## config.mk

```make
export PLATFORM = sky130hd
export DESIGN_NAME = pes_packet_deframer_pts_core_flat
export DESIGN_NICKNAME = d
export VERILOG_FILES = /design/src/hdl/ppd_pkg.sv /design/src/hdl/ppd_if.sv /design/src/hdl/pes_packet_deframer_pts_core.sv /design/src/flat_wrapper.sv
export SDC_FILE = /design/constraint.sdc
export NUM_CORES = 1
export LEC_CHECK = 0
export BUFFER_PORTS_ARGS = -buffer_cell sky130_fd_sc_hd__buf_2
export CAP_MARGIN = 25
export CORE_MARGIN = 3
export CORE_UTILIZATION = 40
export DETAILED_ROUTE_END_ITERATION = 6
export PLACE_DENSITY = 0.56
export SLEW_MARGIN = 25
export SYNTH_ARGS = -nofsm -noshare
export SYNTH_HDL_FRONTEND = slang
export SYNTH_SLANG_ARGS = --single-unit
```

## constraint.sdc

```tcl
create_clock -name i_clk -period 5.2 [get_ports i_clk]
set_clock_uncertainty 0.2 [all_clocks]
set_input_delay 0.26 -clock i_clk [delete_from_list [all_inputs] [get_ports i_clk]]
set_output_delay 0.26 -clock i_clk [all_outputs]
set_load 0.01 [all_outputs]
```

## src/hdl/ppd_pkg.sv

```systemverilog
// Package with the shared types and constants of the PES packet deframer.
package ppd_pkg;

    // Byte status codes reported with every echoed byte.
    typedef enum logic [1:0] {
        ST_DROP   = 2'd0,
        ST_START  = 2'd1,
        ST_LENGTH = 2'd2,
        ST_BODY   = 2'd3
    } t_status;

    // Field widths of the byte and result channels.
    localparam int unsigned BYTE_W = 8;
    localparam int unsigned POS_W  = 17;
    localparam int unsigned PTS_W  = 33;

    // Start code prefix, default stream id and header layout.
    localparam logic [BYTE_W-1:0] START_BYTE_0    = 8'h00;
    localparam logic [BYTE_W-1:0] START_BYTE_1    = 8'h00;
    localparam logic [BYTE_W-1:0] START_BYTE_2    = 8'h01;
    localparam logic [BYTE_W-1:0] STREAM_ID_RESET = 8'hBD;
    localparam logic [POS_W-1:0]  HEADER_BYTES    = 17'd6;

    // Offsets inside the packet.
    localparam logic [POS_W-1:0] OFS_START_LAST = 17'd3;
    localparam logic [POS_W-1:0] OFS_LEN_HIGH   = 17'd4;
    localparam logic [POS_W-1:0] OFS_LEN_LOW    = 17'd5;
    localparam logic [POS_W-1:0] OFS_FLAGS      = 17'd7;
    localparam logic [POS_W-1:0] OFS_PTS_0      = 17'd9;
    localparam logic [POS_W-1:0] OFS_PTS_1      = 17'd10;
    localparam logic [POS_W-1:0] OFS_PTS_2      = 17'd11;
    localparam logic [POS_W-1:0] OFS_PTS_3      = 17'd12;
    localparam logic [POS_W-1:0] OFS_PTS_4      = 17'd13;

    // Bit of the flags byte that announces a PTS.
    localparam int unsigned PTS_PRESENT_BIT = 7;

    // One result beat.
    typedef struct packed {
        logic [BYTE_W-1:0] echo_byte;
        t_status           byte_status;
        logic [POS_W-1:0]  byte_position;
        logic              packet_end;
        logic              pts_valid;
        logic [PTS_W-1:0]  pts;
    } t_result;

endpackage

```

## src/hdl/ppd_if.sv

```systemverilog
// Valid/ready channel interfaces for the byte input and the result output.
interface ppd_byte_if;
    import ppd_pkg::*;

    logic              valid;
    logic              ready;
    logic [BYTE_W-1:0] data_byte;

    modport source (output valid, output data_byte, input ready);
    modport sink   (input valid, input data_byte, output ready);
endinterface

interface ppd_result_if;
    import ppd_pkg::*;

    logic              valid;
    logic              ready;
    logic [BYTE_W-1:0] echo_byte;
    logic [1:0]        byte_status;
    logic [POS_W-1:0]  byte_position;
    logic              packet_end;
    logic              pts_valid;
    logic [PTS_W-1:0]  pts;

    modport source (
        output valid, output echo_byte, output byte_status, output byte_position,
        output packet_end, output pts_valid, output pts, input ready
    );
    modport sink (
        input valid, input echo_byte, input byte_status, input byte_position,
        input packet_end, input pts_valid, input pts, output ready
    );
endinterface

```

## src/hdl/pes_packet_deframer_pts_core.sv

```systemverilog
// PES packet deframer: start code hunt, length tracking and PTS extraction.
//
// Usage: bytes of a demultiplexed stream enter on i_byte, one beat per byte.
// Every input beat gives exactly one result beat on o_result, carrying the
// echoed byte, its status (dropped, start code, length, body), its offset in
// the packet, an end-of-packet mark and, on the last byte, the 33-bit PTS
// when the flags byte announced one and the packet reached offset 13.
// The matched stream id is set through i_cfg_we / i_cfg_stream_id; the user
// must write it only while the block is idle, which the block itself does not
// enforce. It resets to 0xBD (private stream 1).
// Throughput: one byte per cycle while i_byte.ready is high; the per-byte
// work is one counter update and compare ahead of the result register.
// A two-entry output buffer (result register plus skid register) lets an
// input beat be taken while an earlier result still waits; i_byte.ready
// drops only while both entries are full.
// Reset (synchronous, active low) empties the buffer, restarts the hunt for
// a start code and restores the default stream id.
module pes_packet_deframer_pts_core (
    input  logic                        i_clk,
    input  logic                        i_rst_n,
    input  logic                        i_cfg_we,
    input  logic [ppd_pkg::BYTE_W-1:0]  i_cfg_stream_id,
    ppd_byte_if.sink                    i_byte,
    ppd_result_if.source                o_result
);
    import ppd_pkg::*;

    // Configuration and parser state.
    logic [BYTE_W-1:0] r_stream_id;
    logic [POS_W-1:0]  r_byte_index, n_byte_index;
    logic [POS_W-1:0]  r_packet_total, n_packet_total;
    logic [BYTE_W-1:0] r_length_high, n_length_high;
    logic              r_pts_flag, n_pts_flag;
    logic [PTS_W-1:0]  r_pts_accum, n_pts_accum;

    // Output buffer.
    t_result r_out, r_skid, n_result;
    logic    r_out_valid, r_skid_valid;

    logic              in_take;
    logic              out_pop;
    logic [BYTE_W-1:0] b;
    logic [BYTE_W-1:0] want;
    logic [POS_W:0]    pos_next;

    assign in_take = i_byte.valid && i_byte.ready;
    assign out_pop = r_out_valid && o_result.ready;
    assign b       = i_byte.data_byte;
    assign pos_next = {1'b0, r_byte_index} + {{POS_W{1'b0}}, 1'b1};

    // Stream id register.
    always_ff @(posedge i_clk) begin
        if (!i_rst_n) begin
            r_stream_id <= STREAM_ID_RESET;
        end else if (i_cfg_we) begin
            r_stream_id <= i_cfg_stream_id;
        end
    end

    // Expected start code byte at the current offset.
    always_comb begin
        unique case (r_byte_index[1:0])
            2'd0:    want = START_BYTE_0;
            2'd1:    want = START_BYTE_1;
            2'd2:    want = START_BYTE_2;
            default: want = r_stream_id;
        endcase
    end

    // Per-byte parse: next state and the result beat.
    always_comb begin
        n_byte_index   = r_byte_index;
        n_packet_total = r_packet_total;
        n_length_high  = r_length_high;
        n_pts_flag     = r_pts_flag;
        n_pts_accum    = r_pts_accum;

        n_result               = '0;
        n_result.echo_byte     = b;
        n_result.byte_position = r_byte_index;

        if (r_byte_index <= OFS_START_LAST) begin
            // Start code hunt; a mismatch drops the byte without recheck.
            if (b != want) begin
                n_byte_index           = '0;
                n_result.byte_status   = ST_DROP;
                n_result.byte_position = '0;
            end else begin
                n_byte_index         = pos_next[POS_W-1:0];
                n_result.byte_status = ST_START;
            end
        end else if (r_byte_index == OFS_LEN_HIGH) begin
            n_result.byte_status = ST_LENGTH;
            n_length_high        = b;
            n_byte_index         = OFS_LEN_LOW;
        end else if (r_byte_index == OFS_LEN_LOW) begin
            n_result.byte_status = ST_LENGTH;
            n_packet_total       = {1'b0, r_length_high, b} + HEADER_BYTES;
            n_pts_flag           = 1'b0;
            n_pts_accum          = '0;
            if (n_packet_total == HEADER_BYTES) begin
                n_result.packet_end = 1'b1;
                n_byte_index        = '0;
            end else begin
                n_byte_index = HEADER_BYTES;
            end
        end else begin
            n_result.byte_status = ST_BODY;
            // Collect the flag and the PTS fields, skipping marker bits.
            case (r_byte_index)
                OFS_FLAGS: n_pts_flag = b[PTS_PRESENT_BIT];
                OFS_PTS_0: n_pts_accum[32:30] = r_pts_accum[32:30] | b[3:1];
                OFS_PTS_1: n_pts_accum[29:22] = r_pts_accum[29:22] | b;
                OFS_PTS_2: n_pts_accum[21:15] = r_pts_accum[21:15] | b[7:1];
                OFS_PTS_3: n_pts_accum[14:7]  = r_pts_accum[14:7]  | b;
                OFS_PTS_4: n_pts_accum[6:0]   = r_pts_accum[6:0]   | b[7:1];
                default:   ;
            endcase
            if (pos_next >= {1'b0, r_packet_total}) begin
                n_result.packet_end = 1'b1;
                n_byte_index        = '0;
                if (n_pts_flag && (r_packet_total > OFS_PTS_4)) begin
                    n_result.pts_valid = 1'b1;
                    n_result.pts       = n_pts_accum;
                end
            end else begin
                n_byte_index = pos_next[POS_W-1:0];
            end
        end
    end

    // Parser state advances on each accepted beat.
    always_ff @(posedge i_clk) begin
        if (!i_rst_n) begin
            r_byte_index   <= '0;
            r_packet_total <= '0;
            r_length_high  <= '0;
            r_pts_flag     <= 1'b0;
            r_pts_accum    <= '0;
        end else if (in_take) begin
            r_byte_index   <= n_byte_index;
            r_packet_total <= n_packet_total;
            r_length_high  <= n_length_high;
            r_pts_flag     <= n_pts_flag;
            r_pts_accum    <= n_pts_accum;
        end
    end

    // Output register with a skid entry behind it.
    always_ff @(posedge i_clk) begin
        if (!i_rst_n) begin
            r_out_valid  <= 1'b0;
            r_skid_valid <= 1'b0;
        end else if (r_skid_valid) begin
            if (out_pop) begin
                r_out_valid  <= 1'b1;
                r_skid_valid <= 1'b0;
            end
        end else if (in_take) begin
            if (!r_out_valid || out_pop) begin
                r_out_valid <= 1'b1;
            end else begin
                r_skid_valid <= 1'b1;
            end
        end else if (out_pop) begin
            r_out_valid <= 1'b0;
        end
    end

    // Payload of the output buffer.
    always_ff @(posedge i_clk) begin
        if (r_skid_valid) begin
            if (out_pop) begin
                r_out <= r_skid;
            end
        end else if (in_take) begin
            if (!r_out_valid || out_pop) begin
                r_out <= n_result;
            end else begin
                r_skid <= n_result;
            end
        end
    end

    // Channel ports.
    assign i_byte.ready           = !r_skid_valid;
    assign o_result.valid         = r_out_valid;
    assign o_result.echo_byte     = r_out.echo_byte;
    assign o_result.byte_status   = r_out.byte_status;
    assign o_result.byte_position = r_out.byte_position;
    assign o_result.packet_end    = r_out.packet_end;
    assign o_result.pts_valid     = r_out.pts_valid;
    assign o_result.pts           = r_out.pts;

`ifndef SYNTH
    // The skid entry is only ever filled behind a waiting result.
    a_skid_behind_out: assert property (@(posedge i_clk) disable iff (!i_rst_n)
        r_skid_valid |-> r_out_valid)
        else $error("skid entry valid without a result in the output register");

    // A timestamp is only reported on the byte that closes a packet.
    a_pts_at_end: assert property (@(posedge i_clk) disable iff (!i_rst_n)
        (r_out_valid && r_out.pts_valid) |-> r_out.packet_end)
        else $error("pts_valid outside packet end");

    // Packets end only on a length or body byte.
    a_end_status: assert property (@(posedge i_clk) disable iff (!i_rst_n)
        (r_out_valid && r_out.packet_end)
            |-> (r_out.byte_status == ST_LENGTH || r_out.byte_status == ST_BODY))
        else $error("packet end on a hunt byte");

    // Inside the body the offset stays below the packet size.
    a_index_in_packet: assert property (@(posedge i_clk) disable iff (!i_rst_n)
        (r_byte_index > OFS_LEN_LOW) |-> (r_byte_index < r_packet_total))
        else $error("byte index ran past packet end");

    // A full buffer keeps its skid entry while the output stalls.
    a_stall_when_full: assert property (@(posedge i_clk) disable iff (!i_rst_n)
        (r_skid_valid && !o_result.ready) |=> r_skid_valid && $stable(r_skid))
        else $error("skid entry lost while output stalled");
`endif

endmodule
```

## src/flat_wrapper.sv

```systemverilog
// flat-port wrapper written by rule: the top's interface ports become plain ports
module pes_packet_deframer_pts_core_flat import ppd_pkg::*;
  (i_clk, i_rst_n, i_cfg_we, i_cfg_stream_id, i_byte_valid, i_byte_data_byte, i_byte_ready, o_result_valid, o_result_echo_byte, o_result_byte_status, o_result_byte_position, o_result_packet_end, o_result_pts_valid, o_result_pts, o_result_ready);
  ppd_byte_if i_byte_i ();
  ppd_result_if o_result_i ();
  input  logic i_clk;
  input  logic i_rst_n;
  input  logic i_cfg_we;
  input  logic [ppd_pkg::BYTE_W-1:0] i_cfg_stream_id;
  input wire logic [$bits(i_byte_i.valid)-1:0] i_byte_valid;
  input wire logic [$bits(i_byte_i.data_byte)-1:0] i_byte_data_byte;
  output wire logic [$bits(i_byte_i.ready)-1:0] i_byte_ready;
  output wire logic [$bits(o_result_i.valid)-1:0] o_result_valid;
  output wire logic [$bits(o_result_i.echo_byte)-1:0] o_result_echo_byte;
  output wire logic [$bits(o_result_i.byte_status)-1:0] o_result_byte_status;
  output wire logic [$bits(o_result_i.byte_position)-1:0] o_result_byte_position;
  output wire logic [$bits(o_result_i.packet_end)-1:0] o_result_packet_end;
  output wire logic [$bits(o_result_i.pts_valid)-1:0] o_result_pts_valid;
  output wire logic [$bits(o_result_i.pts)-1:0] o_result_pts;
  input wire logic [$bits(o_result_i.ready)-1:0] o_result_ready;
  assign i_byte_i.valid = i_byte_valid;
  assign i_byte_i.data_byte = i_byte_data_byte;
  assign i_byte_ready = i_byte_i.ready;
  assign o_result_valid = o_result_i.valid;
  assign o_result_echo_byte = o_result_i.echo_byte;
  assign o_result_byte_status = o_result_i.byte_status;
  assign o_result_byte_position = o_result_i.byte_position;
  assign o_result_packet_end = o_result_i.packet_end;
  assign o_result_pts_valid = o_result_i.pts_valid;
  assign o_result_pts = o_result_i.pts;
  assign o_result_i.ready = o_result_ready;
  pes_packet_deframer_pts_core u_core (.i_clk(i_clk), .i_rst_n(i_rst_n), .i_cfg_we(i_cfg_we), .i_cfg_stream_id(i_cfg_stream_id), .i_byte(i_byte_i), .o_result(o_result_i));
endmodule
```

==> results.toml <==
[floorplan]
die_x_microns = 163.1
die_area_sq_um = 26600
ioPinCount = 85
start_util_pct = 41.31
fp.dieH_microns = 163.1
core_area_sq_um = 23890
core.rowCount = 56

[yosys]
synthMuxAreaShare_pct = 4.335
yosys_warnings = 0
synthAdderAreaFrac_pct = 2.789
synth-simple-area-share_pct = 16.23
ys_async_sr_fraction_pct = 0
synth_top_family_by_area = "simple AND/OR/NAND/NOR gates"
synth_top_area_share_pct = 37.72
synth-main-ff-cell = "edfxtp_1"
yosysSeqAreaShare_pct = 55.17
synth_edf_count = 124
yosysMostFrequentCell = "edfxtp_1"
synth_cell_types = 68
synth_xor_area_share_pct = 2.928
synth_nets = 970
synth_compound_area_share_pct = 12.93
synth.avg_cell_area_sq_um = 10.65
syn_inst = 927
synthTopCellsByArea = "edfxtp_1, dfxtp_1, nor2_1, a21oi_1, nand2_1"
yosys-top-cells-count = "edfxtp_1, nor2_1, a21oi_1"
synth.cell_area_sq_um = 9871
yosys.area.top_type = "edfxtp_1"
ys_seq_elements = 210

[sta]
rsz0062_at_grt = "no"
worstMarginPinSlew_ps = 912.2
fin_tns_setup_ps = 0
fmax_ghz = 0.2380
timing.final.max_slew_violations = 0
fin_crit_sh_pct = 80.81
worst_slack_ps = 997.7
slew_headroom_pct = 39.18
hold_viol = 0
finalSetupViolCount = 0
min_period_ps = 4202

[route]
post_drt_wl_per_cell_microns = 17.09
ant_nets = 0
drc = 0
vias_per_cell = 5.188
vias = 6885
drt_iter0_drc = 620
dr.pass1.iters = 5
wl_mm = 22.67

[cts]
cts_setup_buffers = 0
cts_root_buffer = "clkbuf_16"
cts_tree = "done"
clock_path_buffers = 3
htree_num_levels = 1
clk_latency_ps = 520
numCtsBuffers = 23
clk_pin_slew_ps = 60
cts_sinks = 210

[global_routing]
antenna_found_initial = 0
grt-ovfl-total = 0
grt_pass1_vias = 6468
grt_pass1_wl_mm = 35.84
grt_max_degree = 98
grt_util_all_layers_pct = 16.83

[critical_path]
cp_max_fo = 47
crit_type = "reg -> reg"
setup.worst_path.end_class = "flip-flop"
crit_required_ps = 5340
worst-path-buf-inv = 1
crit_chain = "nand4_2 > nor3_4 > and2_1 > nand3_1 > xnor2_1 > ha_1 > nand3_1 > or2_2 > o211ai_2 > nand3_2 > buf_12 > o31ai_1"
critPathMaxStageDelay_ps = 580
cp.arrival_ps = 4340
cp_common_cell = "nand3_1"
cp-start-kind = "flip-flop"
cpMaxStageDelayCell = "dfxtp_1"
critical-path-top-delay-family = "simple AND/OR/NAND/NOR gates"

[cells_and_area]
multiInputGateArea_sq_um = 3882
final_util_pct = 47.94
final-seq-area_sq_um = 5449
diodes = 0
area_delta_synth_final_pct = 16.04
fin_nets = 1034
drive_gt1_share_pct = 19.35
fin_area_sq_um = 11450
fill_cells = 2256

[run_status]
status = "finished, final reports clean"

[power]
vdd_drop_max_mv = 0.2506
power.leakage_nw = 4.149
p_total_mw = 3.719
power_density_nw_per_um2 = 324.7

[placement]
place_area_sq_um = 10400
portBuffers = 84
dp_hpwl_mm = 14.80
gp_congestion = 0.8593
post-place-ws_ps = 966.4

[flow_run]
maxCapViolations = 0

[worst_hold_path]
min_path_type = "in -> reg"
-- area by class of cell --
type	instances	area share, %
Inverter	32	1.049
Clock buffer	26	5.123
Tap cell	319	3.485
Timing Repair Buffer	125	7.407
Sequential cell	210	47.57
Multi-Input combinational cell	599	33.90
Clock inverter	16	1.464
-- kinds of logic (layout without fill, tap and decap cells) --
family,count (synthesis),after routing
AOI/OAI and AO/OA,195,195
xor gates and xnor gates,33,33
adders and majority gates,22,22
buffers and inverters,118,199
DFF,210,210
muxes,40,40
and+or+nand+nor,309,309
-- state kept, by name, summed over array words and instances, names as in the netlist, 2 cells and up --
signal                         cells
u_core.r_stream_id                 8
u_core.o_result.pts               33
u_core.r_skid                     62
u_core.o_result.echo_byte          8
u_core.r_length_high               8
u_core.r_byte_index               17
u_core.r_packet_total             17
u_core.o_result.byte_status        2
u_core.o_result.byte_position     17
u_core.r_pts_accum                33
-- cells in the final DEF (no fill, tap or decap), drive strengths merged, types with 3 or more instances in the layout --
master and instances:
clkinv 11, clkbuf 26, o21ai 24, nor3b 5, nand3 31, mux2 22, nor3 10, a21oi 89
xnor2 24, a32oi 3, o31ai 33, a31oi 11, xor2 9, bufinv 3, dlygate4sd3 27, nor4 5
ha 22, nand2 80, mux2i 18, buf 98, a211oi 19, and4 5, nor2 124, and3 7
inv 33, dfxtp 86, edfxtp 124, a22oi 3, nand2b 5, and4b 3, nor2b 3, nand4 19
-- worst reg2reg max path, cell delays in order, from the launching register on --
cell,delay [ps]
dfxtp_1,580
nand4_2,210
nor3_4,330
and2_1,250
nand3_1,120
xnor2_1,190
ha_1,330
nand3_1,120
or2_2,320
o211ai_2,250
nand3_2,470
buf_12,390
o31ai_1,280
-- per-stage QoR --
step / std cells / hold slack (ps)
6_report: 1327 / 28.73
3_3_place_gp: 1256 / 247.6
3_5_place_dp: 1257 / 254.6
4_1_cts: 1326 / 6.200
2_1_floorplan: 927 / 158.9
5_1_grt: 1327 / 19.40
-- what timing repair did --
action                                 4_1_cts  5_1_grt
endpoints found under the hold margin       21        0
hold buffers                                27        0
resized for setup                            0        0
-- worst paths after layout --
check | depth (start not counted) | slack, ps | endpoint | startpoint
worst min register to register | 2 | 270 | u_core.r_pts_accum[24] | u_core.r_pts_accum[24]
worst max-delay path | 12 | 1000 | u_core.o_result.pts[2] | u_core.r_byte_index[3]
worst max register to register | 12 | 1000 | u_core.o_result.pts[2] | u_core.r_byte_index[3]
worst min-delay path | 1 | 30 | u_core.r_skid[56] | i_byte_data_byte[2]
-- metal layers --
metal | up-vias | routed length (microns) | GRT usage, %
met5 | - | 0 | 0
met2 | 141 | 10060 | 25.98
met3 | 25 | 908 | 2.130
met4 | 0 | 284 | 3.614
li1 | 3454 | - | -
met1 | 3265 | 11420 | 25.43
-- report_power, final --
group          switching (mW)  total, mW  internal, mW
Clock                   0.668       1.63         0.966
Sequential             0.0190       1.84          1.82
Combinational           0.156      0.247        0.0905
Total                   0.843       3.72          2.88
No activity file was read; power rests on OpenSTA's default activity.
